`config.mk`:
```
export PLATFORM = sky130hd
export DESIGN_NAME = cbsd_front
export DESIGN_NICKNAME = d
export VERILOG_FILES = /design/src/design/cbsd_pkg.sv /design/src/design/cbsd_front.sv
export SDC_FILE = /design/constraint.sdc
export NUM_CORES = 1
export LEC_CHECK = 0
export BUFFER_PORTS_ARGS = -buffer_cell sky130_fd_sc_hd__buf_2
export CORE_MARGIN = 2
export CORE_UTILIZATION = 45
export CTS_CLUSTER_DIAMETER = 30
export DETAILED_ROUTE_END_ITERATION = 10
export GPL_ROUTABILITY_DRIVEN = 0
export PLACE_DENSITY = 0.71
export REMOVE_ABC_BUFFERS = 1
export SYNTH_ARGS = -nofsm -noshare
export SYNTH_HDL_FRONTEND = slang
export SYNTH_SLANG_ARGS = --single-unit
```
`constraint.sdc`:
```
create_clock -name clk -period 2.45 [get_ports clk]
set_input_delay 0 -clock clk [delete_from_list [all_inputs] [get_ports clk]]
set_output_delay 0 -clock clk [all_outputs]
set_load 0.01 [all_outputs]
```
`src/design/cbsd_pkg.sv`:
```
// ----------------------------------------------------------------------------
// cbsd_pkg: shared definitions for the console CPU bus with sprite DMA
// Operation and target codes, bus address constants and the record types
// that travel from the decode front end to the result stage.
// ----------------------------------------------------------------------------
`default_nettype none

package cbsd_pkg;

  // Default sizing handed to the top level
  localparam int RAM_BYTES_DEF   = 2048;
  localparam int CPU_DIVIDER_DEF = 3;

  // Transaction operations
  localparam logic [1:0] OP_READ  = 2'd0;
  localparam logic [1:0] OP_WRITE = 2'd1;
  localparam logic [1:0] OP_TICK  = 2'd2;

  // Decoded bus targets
  localparam logic [2:0] TGT_NONE  = 3'd0;
  localparam logic [2:0] TGT_RAM   = 3'd1;
  localparam logic [2:0] TGT_PPU   = 3'd2;
  localparam logic [2:0] TGT_CART  = 3'd3;
  localparam logic [2:0] TGT_PAD   = 3'd4;
  localparam logic [2:0] TGT_DMA   = 3'd5;
  localparam logic [2:0] TGT_AUDIO = 3'd6;

  // Bus map
  localparam logic [15:0] ADDR_RAM_END   = 16'h1FFF;
  localparam logic [15:0] ADDR_PPU_END   = 16'h3FFF;
  localparam logic [15:0] ADDR_APU_BASE  = 16'h4000;
  localparam logic [15:0] ADDR_APU_LAST  = 16'h4013;
  localparam logic [15:0] ADDR_OAM_DMA   = 16'h4014;
  localparam logic [15:0] ADDR_APU_STAT  = 16'h4015;
  localparam logic [15:0] ADDR_PAD_FIRST = 16'h4016;
  localparam logic [15:0] ADDR_PAD_SECND = 16'h4017;

  // Decoded transaction, before the RAM read data is known
  typedef struct packed {
    logic [2:0]  target;
    logic [2:0]  reg_index;
    logic        use_ram;      // read data comes from work RAM
    logic [7:0]  value;        // read data when not from work RAM
    logic        cpu_step;
    logic [15:0] dma_read_addr;
    logic        dma_reading;
    logic        oam_write;
    logic [7:0]  oam_index;
    logic        nmi_pulse;
    logic        irq_pulse;
  } cbsd_item_t;

  // Finished result
  typedef struct packed {
    logic [2:0]  target;
    logic [2:0]  reg_index;
    logic [7:0]  read_data;
    logic        cpu_step;
    logic [15:0] dma_read_addr;
    logic        dma_reading;
    logic        oam_write;
    logic [7:0]  oam_index;
    logic [7:0]  oam_data;
    logic        nmi_pulse;
    logic        irq_pulse;
  } cbsd_result_t;

  // Work RAM port requests from the front end
  typedef struct packed {
    logic        rd_en;
    logic        wr_en;
    logic [12:0] addr;         // bus address below the RAM mirror limit
    logic [7:0]  wr_data;
  } cbsd_ram_req_t;

endpackage : cbsd_pkg

`default_nettype wire

```
`src/design/cbsd_front.sv`:
```
// ----------------------------------------------------------------------------
// cbsd_front: bus decode and sequencing state
// Decodes each transaction, drives the work RAM port and keeps the
// controller shift registers, the tick phase and the sprite DMA state.
// ----------------------------------------------------------------------------
`default_nettype none

module cbsd_front #(
  parameter int CPU_DIVIDER = cbsd_pkg::CPU_DIVIDER_DEF
) (
  input  wire logic                    clk,
  input  wire logic                    rst,
  input  wire logic                    fire,
  input  wire logic [1:0]              op,
  input  wire logic [15:0]             addr,
  input  wire logic [7:0]              data,
  input  wire logic                    cart_claims,
  input  wire logic [7:0]              ext_data,
  input  wire logic [7:0]              pad_first,
  input  wire logic [7:0]              pad_second,
  input  wire logic                    ppu_nmi,
  input  wire logic                    mapper_irq,
  output cbsd_pkg::cbsd_item_t         item,
  output cbsd_pkg::cbsd_ram_req_t      ram_req
);
  import cbsd_pkg::*;

  localparam int PHASE_W = (2 * CPU_DIVIDER > 1) ? $clog2(2 * CPU_DIVIDER) : 1;
  localparam logic [PHASE_W-1:0] PHASE_MID  = PHASE_W'(CPU_DIVIDER);
  localparam logic [PHASE_W-1:0] PHASE_LAST = PHASE_W'(2 * CPU_DIVIDER - 1);

  logic [7:0]         pad0, pad0_next;
  logic [7:0]         pad1, pad1_next;
  logic [PHASE_W-1:0] phase, phase_next;
  logic [7:0]         dma_page, dma_page_next;
  logic [7:0]         dma_offset, dma_offset_next;
  logic               dma_waiting, dma_waiting_next;
  logic               dma_active, dma_active_next;

  logic               cpu_slot;
  logic               odd;
  logic               dma_rd_tick;
  logic               do_read;
  logic [15:0]        rd_addr;
  logic               rd_claim;
  logic [15:0]        dma_addr;

  assign odd      = phase[0];
  assign cpu_slot = (phase == '0) || (phase == PHASE_MID);
  assign dma_addr = {dma_page, dma_offset};

  assign dma_rd_tick = (op == OP_TICK) && cpu_slot && dma_active && !dma_waiting && !odd;
  assign do_read     = (op == OP_READ) || dma_rd_tick;
  assign rd_addr     = (op == OP_READ) ? addr : dma_addr;
  assign rd_claim    = cart_claims;

  // Decode the transaction and compute the next state
  always_comb begin
    item             = '0;
    ram_req          = '0;
    pad0_next        = pad0;
    pad1_next        = pad1;
    phase_next       = phase;
    dma_page_next    = dma_page;
    dma_offset_next  = dma_offset;
    dma_waiting_next = dma_waiting;
    dma_active_next  = dma_active;

    // Read decode, shared by CPU reads and DMA source reads
    if (do_read) begin
      if (rd_claim) begin
        item.target = TGT_CART;
        item.value  = ext_data;
      end else if (rd_addr <= ADDR_RAM_END) begin
        item.target    = TGT_RAM;
        item.use_ram   = 1'b1;
        ram_req.rd_en  = 1'b1;
        ram_req.addr   = rd_addr[12:0];
      end else if (rd_addr <= ADDR_PPU_END) begin
        item.target    = TGT_PPU;
        item.reg_index = rd_addr[2:0];
        item.value     = ext_data;
      end else if (rd_addr == ADDR_APU_STAT) begin
        item.target = TGT_AUDIO;
      end else if (rd_addr == ADDR_PAD_FIRST) begin
        item.target = TGT_PAD;
        item.value  = {7'd0, pad0[7]};
        pad0_next   = {pad0[6:0], 1'b0};
      end else if (rd_addr == ADDR_PAD_SECND) begin
        item.target = TGT_PAD;
        item.value  = {7'd0, pad1[7]};
        pad1_next   = {pad1[6:0], 1'b0};
      end else begin
        item.target = TGT_NONE;
      end
    end

    // Write decode
    if (op == OP_WRITE) begin
      if (cart_claims) begin
        item.target = TGT_CART;
      end else if (addr <= ADDR_RAM_END) begin
        item.target     = TGT_RAM;
        ram_req.wr_en   = 1'b1;
        ram_req.addr    = addr[12:0];
        ram_req.wr_data = data;
      end else if (addr <= ADDR_PPU_END) begin
        item.target    = TGT_PPU;
        item.reg_index = addr[2:0];
      end else if ((addr >= ADDR_APU_BASE && addr <= ADDR_APU_LAST) ||
                   addr == ADDR_APU_STAT || addr == ADDR_PAD_SECND) begin
        item.target = TGT_AUDIO;
      end else if (addr == ADDR_OAM_DMA) begin
        item.target     = TGT_DMA;
        dma_page_next   = data;
        dma_offset_next = 8'd0;
        dma_active_next = 1'b1;
      end else if (addr == ADDR_PAD_FIRST) begin
        item.target = TGT_PAD;
        pad0_next   = pad_first;
        pad1_next   = pad_second;
      end else begin
        item.target = TGT_NONE;
      end
    end

    // Master clock tick: CPU cycle or DMA step, then interrupt forwarding
    if (op == OP_TICK) begin
      if (cpu_slot) begin
        if (dma_active) begin
          if (dma_waiting) begin
            if (odd) begin
              dma_waiting_next = 1'b0;
            end
          end else if (!odd) begin
            item.dma_reading   = 1'b1;
            item.dma_read_addr = dma_addr;
          end else begin
            item.oam_write  = 1'b1;
            item.oam_index  = dma_offset;
            dma_offset_next = dma_offset + 8'd1;
            if (dma_offset == 8'hFF) begin
              dma_active_next  = 1'b0;
              dma_waiting_next = 1'b1;
            end
          end
        end else begin
          item.cpu_step = 1'b1;
        end
      end
      item.nmi_pulse = ppu_nmi;
      item.irq_pulse = mapper_irq;
      phase_next     = (phase == PHASE_LAST) ? '0 : phase + 1'b1;
    end

    // Drop the RAM request unless the transaction is taken
    ram_req.rd_en = ram_req.rd_en & fire;
    ram_req.wr_en = ram_req.wr_en & fire;
  end

  // Advance the state on each accepted transaction
  always_ff @(posedge clk) begin
    if (rst) begin
      pad0        <= 8'd0;
      pad1        <= 8'd0;
      phase       <= '0;
      dma_page    <= 8'd0;
      dma_offset  <= 8'd0;
      dma_waiting <= 1'b1;
      dma_active  <= 1'b0;
    end else if (fire) begin
      pad0        <= pad0_next;
      pad1        <= pad1_next;
      phase       <= phase_next;
      dma_page    <= dma_page_next;
      dma_offset  <= dma_offset_next;
      dma_waiting <= dma_waiting_next;
      dma_active  <= dma_active_next;
    end
  end

endmodule : cbsd_front

`default_nettype wire
```
==> impl_metrics.tcl, run 1 <==
set metrics [dict create \
    outcome "finished clean" \
    crit_required_ns 2.45 \
    drt-pass1-iter-count 5 \
    setup_viol 0 \
    drive_gt1_share_pct 32.7 \
    netlist_area_mm2 0.00302 \
    synthesis.instances 393 \
    grt_max_degree 21 \
    io_buffers 122 \
    cp-end-kind "output port" \
    drt_wl_total_um 9800 \
    grt_pass1_vias 3099 \
    crit_start "phase[0]" \
    cap_violations 0 \
    htree_levels 2 \
    die-height_um 85.9 \
    arrival_ns 2.36 \
    path_clk_slew_ns 0.07 \
    fin_ws_ns 0.0911 \
    seqPwrFrac_pct 46.2 \
    yosysSeqAreaShare_pct 24.5 \
    swShare_pct 27.3 \
    worstSkewPairLatency_ns 0.29 \
    synth_edf_count 0 \
    ant_nets 0 \
    diodes 0 \
    hold_path_class "in2reg" \
    rrSetupSlack_ns 0.28 \
    wl_per_cell_um 16.2 \
    slew_viol_final 0 \
    layout_common_cells "buf_2, nor2_1, and2_1, dfxtp_1" \
    cts_buffers 5 \
    initial_core_util_pct 47.0 \
    design.core.area_mm2 0.00642 \
    mostFrequentLayoutCell "buf_2" \
    nNetsFinal 586 \
    ys_ff_latch 37 \
    vdd_drop_max_mv 0.237 \
    root_buffer "clkbuf_8" \
    rows 29 \
    die-area_mm2 0.00738 \
    synth_area_per_cell_um2 7.68 \
    multiInputGateArea_mm2 0.00210 \
    fillers 595 \
    setup.worst_path.class "reg2out" \
    pre_cts_slack_ns 0.115 \
    finalCriticalPeriod_ns 2.36 \
    grt_overflow 0 \
    cp-start-kind "flip-flop" \
    async_reset_ff_share_pct 0 \
    hold_viol 0 \
    pin_count 123 \
    internal_power_mw 0.969 \
    p_leak_nw 1.84 \
    grt_antenna_before_repair 0 \
    finalCritPeriodShare_pct 96.3 \
    cts_tree "built" \
    r2r-start "phase[0]" \
    ff_latch_area_um2 746 \
    tightest_slew_ns 0.444 \
    comb_power_share_pct 18.0 \
    drc 0 \
    ys_warn_count 0 \
    timing.fmax_mhz 424 \
    ys.flop_type "dfxtp_1" \
    holdCritStartpoint "pad_second[5]" \
    via_per_inst 5.85 \
    die_w_um 85.9 \
    cts_num_sinks 37 \
    clk_path_buf_depth 2 \
    whs_ns 0.0107 \
    area_growth_syn_to_layout_pct 31.7 \
    power_density_mw_per_mm2 335 \
    slew_headroom_pct 70.2 \
    place_hpwl_um 7280 \
    p_switching_mw 0.364 \
    vias 3547 \
    drt_iter0_markers 230 \
    clkPwrFrac_pct 35.8 \
    grt_use_total_pct 26.2 \
    synth_cell_types 66 \
    worstPathMaxFanout 13 \
    grt_pass1_wl_um 15500 \
    skew_ns 0.00249 \
]
==> final cells by class <==
cell class | instances | share of cell area (%)
multi-input cells | 319 | 52.8
inverters | 11 | 1.04
clock inverters | 1 | 0.126
well taps | 77 | 2.42
clock buffers | 7 | 2.42
repair buffers | 154 | 22.5
flip-flops and latches | 37 | 18.8
==> timing repair <==
action / in CTS / in global routing
hold buffers: 12 / 0
hold endpoints to repair: 12 / 0
setup buffers: 1 / 1
setup endpoints to repair: 13 / 13
pin swaps: 0 / 0
resized for setup: 1 / 3
==> metrics by stage <==
| stage | utilization (%) | total power, mW | area [um^2] | std cells | TNS, ns |
|---|---|---|---|---|---|
| 6_report | 61.9 | 1.33 | 3980 | 606 | 0 |
| 5_1_grt | 61.9 | 1.39 | 3980 | 606 | -0.00588 |
| 4_1_cts | 61.7 | 1.34 | 3960 | 605 | 0 |
| 3_5_place_dp | 57.9 | 0.852 | 3720 | 584 | 0 |
| 3_3_place_gp | 57.9 | 0.848 | 3720 | 584 | 0 |
| 2_1_floorplan | - | 0.726 | 2880 | 367 | 0 |
==> kinds of logic after synthesis <==
| family | Yosys count | synth area share [%] |
|---|---|---|
| AO/OA/AOI/OAI | 107 | 25.0 |
| XOR/XNOR | 1 | 0.290 |
| adder cells (fa/ha/maj) | 2 | 0.829 |
| flip-flops | 37 | 24.5 |
| multiplexers | 13 | 4.60 |
| AND/OR/NAND/NOR | 196 | 38.6 |
| buffers and inverters | 37 | 6.09 |
==> worst paths after layout <==
check,depth (start not counted),endpoint
max,9,ram_req[13]
min,3,pad1[5]
min reg2reg,2,pad1[5]
max reg2reg,7,pad0[0]
==> sequential cells by signal (all words and copies together) (netlist names) <==
name,cells
pad1,8
pad0,8
phase,3
dma_waiting,1
dma_active,1
dma_page,8
dma_offset,8
==> power groups by stage <==
stage	Combinational (mW)	Sequential [mW]	Clock, mW
global placement	0.218	0.630	0
detailed placement	0.221	0.631	0
floorplan	0.0976	0.628	0
global route	0.262	0.617	0.514
CTS	0.237	0.617	0.486
finish	0.240	0.617	0.477
==> critical path, stage by stage (launching register included) <==
cell	delay, ns
dfxtp_4	0.38
and2_1	0.13
ha_2	0.20
o21ba_2	0.20
nor3_4	0.20
nor3b_4	0.26
nor3b_4	0.25
buf_12	0.16
a22o_1	0.15
buf_2	0.13
==> layer usage <==
metal	track usage (%)	up-vias	share of wire [%]
li1	-	1731	-
met1	36.3	1664	44
met2	42.4	137	47
met3	4.33	15	6.9
met4	6.49	0	1.7
met5	0	-	0
==> cell usage after synthesis, drive strengths merged, types with 3 or more instances <==
| cell type | instances | share of area, % |
|---|---|---|
| inv | 11 | 1.4 |
| a211oi | 6 | 1.5 |
| o22ai | 5 | 1.0 |
| dfxtp | 37 | 25 |
| or4 | 4 | 0.99 |
| or2 | 3 | 0.62 |
| buf | 8 | 2.2 |
| nor3 | 14 | 2.7 |
| a31oi | 12 | 2.5 |
| o2111ai | 4 | 1.2 |
| nor4b | 4 | 1.9 |
| a22o | 14 | 4.1 |
| and2 | 38 | 8.0 |
| a21oi | 15 | 2.5 |
| nand3 | 12 | 2.0 |
| a311oi | 4 | 1.2 |
| nand2 | 19 | 2.4 |
| nor3b | 5 | 2.2 |
| nor2 | 48 | 6.3 |
| nand4 | 9 | 1.9 |
| and3 | 14 | 2.9 |
| nand2b | 7 | 1.5 |
| o21ai | 20 | 3.6 |
| mux2i | 12 | 4.1 |
| clkbuf | 18 | 2.6 |
| a32o | 3 | 0.99 |
| nor2b | 4 | 0.83 |
| o31ai | 11 | 2.7 |
(Power assumes the default switching activity.)
==> inputs of run 2 (changes only) <==
SETUP_SLACK_MARGIN = 0.15   (was unset)
==> run 2 against run 1 <==
Effect of this change: hold slack worse by 0.0030 ns; non-clock buffer count is 1 higher; clock power hardly changed; maximum frequency is 2.9% higher; count of clock-buffer cells in the layout stayed put; final cell count is 0.17% higher; critical path depth stayed put; global-route usage stayed put; critical endpoint is now ram_req[15]; largest cell class unchanged; largest power group unchanged.
==> impl_metrics.tcl, run 2 (synthesis results as in run 1) <==
set metrics [dict create \
    htree_levels 2 \
    p_switching_mw 0.366 \
    worstReg2RegEnd "pad0[0]" \
    crit_top_cell "nor3b_4" \
    die_w_um 85.9 \
    cts_buffers 5 \
    dp.cells 584 \
    worstPathMaxFanout 13 \
    design.core.area_mm2 0.00642 \
    drt-pass1-iter-count 5 \
    holdPathEnd "pad1[5]" \
    place_hpwl_um 7280 \
    via_per_inst 5.83 \
    mostFrequentLayoutCell "buf_2" \
    skew_ns 0.00319 \
    rows 29 \
    cts_tree "built" \
    path_clk_slew_ns 0.07 \
    layout_common_cells "buf_2, nor2_1, and2_1, dfxtp_1, buf_4" \
    outcome "finished clean" \
    p_leak_nw 1.84 \
    rsz0062_at_grt "yes" \
    seqPwrFrac_pct 46.2 \
    internal_power_mw 0.969 \
    drive_gt1_share_pct 33.0 \
    final_util_pct 62.0 \
    design_area_mm2 0.00398 \
    vdd_drop_max_mv 0.236 \
    grt_use_total_pct 26.2 \
    drt_iter0_markers 245 \
    tightest_slew_ns 0.454 \
    vias 3538 \
    hold_viol 0 \
    wl_per_cell_um 16.2 \
    top_usage_layer "met2" \
    r2r_cells 7 \
    timing.fmax_mhz 436 \
    gr-usage-met2_pct 42.4 \
    die-height_um 85.9 \
    clk_path_buf_depth 2 \
    cp-start-kind "flip-flop" \
    diodes 0 \
    grt_pass1_wl_um 15500 \
    slew_viol_final 0 \
    setup.worst_path.class "reg2out" \
    cpMaxStageDelayCell "dfxtp_4" \
    io_buffers 122 \
    arrival_ns 2.29 \
    cts_num_sinks 37 \
    min_path_cells 3 \
    initial_core_util_pct 47.0 \
    comb_power_share_pct 18.0 \
    rrSetupSlack_ns 0.29 \
    dpl_cell_area_mm2 0.00372 \
    worstPathCellList "and2_1, ha_2, o21ba_2, nor3_4, nor3b_4, nor3b_4, buf_12, a22o_1, buf_2" \
    finalCriticalPeriod_ns 2.29 \
    swShare_pct 27.4 \
    worstSkewPairLatency_ns 0.29 \
    grt_antenna_before_repair 0 \
    drt_wl_total_um 9820 \
    ant_nets 0 \
    finalCritPeriodShare_pct 93.6 \
    critPathBufInv 2 \
    grt_overflow 0 \
    root_buffer "clkbuf_8" \
    finalPower_mw 1.34 \
    met1_usage_pct 36.3 \
    fin_setup_tns_ns 0 \
    cap_violations 0 \
    slew_headroom_pct 69.4 \
    power_density_mw_per_mm2 335 \
    grt_max_degree 21 \
    pin_count 123 \
    r2r-start "phase[0]" \
    holdCritStartpoint "pad_second[5]" \
    grt_pass1_vias 3106 \
    die-area_mm2 0.00738 \
    setup_viol 0 \
    crit_required_ns 2.45 \
    cp-end-kind "output port" \
    nNetsFinal 587 \
    hold_path_class "in2reg" \
    grtUsageMet3_pct 4.33 \
    area_growth_syn_to_layout_pct 32.0 \
    slowest_delay_ns 0.38 \
    drc 0 \
    crit_family "simple AND/OR/NAND/NOR gates" \
    clkPwrFrac_pct 35.8 \
    fin_cells 607 \
]
## run 2: changes by cell type in the layout (fill, tap and decap cells not counted)
| cell | previous run | this run |
|---|---|---|
| and3b_1 | 1 | 0 |
| and3b_2 | 1 | 2 |
| buf_4 | 19 | 20 |
## run 2: what timing repair did
| item | CTS | global route |
|---|---|---|
| endpoints found under the setup margin | 13 | 16 |
| gates resized for setup | 3 | 2 |
| hold endpoints to repair | 12 | 0 |
| hold buffers | 12 | 0 |
| buffers inserted | 2 | 1 |
| pin swaps | 0 | 0 |
| cloned | 0 | 0 |
## run 2: worst min-delay path: cells and delay by family
family,cells,cell delay [ns]
AOI/OAI and AO/OA,2,0.17
buffers and inverters,1,0.08
## run 2: per-layer routing
layer	part of all wire (%)	up-vias	wire length, um
li1	-	1738	-
met1	45	1668	4410
met2	48	119	4700
met3	5.9	13	578
met4	1.3	0	128
met5	0	-	0
## run 2: layout make-up
cell class,instances,area [um^2]
fill,592,2440
multi-input combinational,319,2100
timing repair buffer,155,901
sequential,37,746
clock buffer,7,96.3
tap,77,96.3
inverter,11,41.3
clock inverter,1,5.00
## run 2: metrics by stage
stage          setup slack [ns]  hold WS (ns)
2_1_floorplan             0.210        0.0691
3_3_place_gp              0.251         0.242
3_5_place_dp              0.115         0.248
4_1_cts                   0.155       0.00172
5_1_grt                  0.0621        0.0442
6_report                  0.157       0.00773
## run 2: power groups by stage
stage                     clock [mW]  sequential, mW  combinational [mW]
final                          0.478           0.616               0.240
after floorplan                    0           0.628              0.0976
after CTS                      0.486           0.616               0.237
after detailed placement           0           0.631               0.221
after global placement             0           0.630               0.218
after global routing           0.514           0.617               0.262
## run 2: worst max path at each step
stage	from	endpoint	slack, ns	cells past startpoint
after floorplan	phase[0]	ram_req[10]	0.21	7
after global placement	phase[0]	ram_req[14]	0.25	8
after detailed placement	phase[0]	ram_req[15]	0.11	8
after CTS	phase[0]	ram_req[14]	0.16	9
after global routing	phase[0]	ram_req[17]	0.06	9
final	phase[0]	ram_req[15]	0.16	9
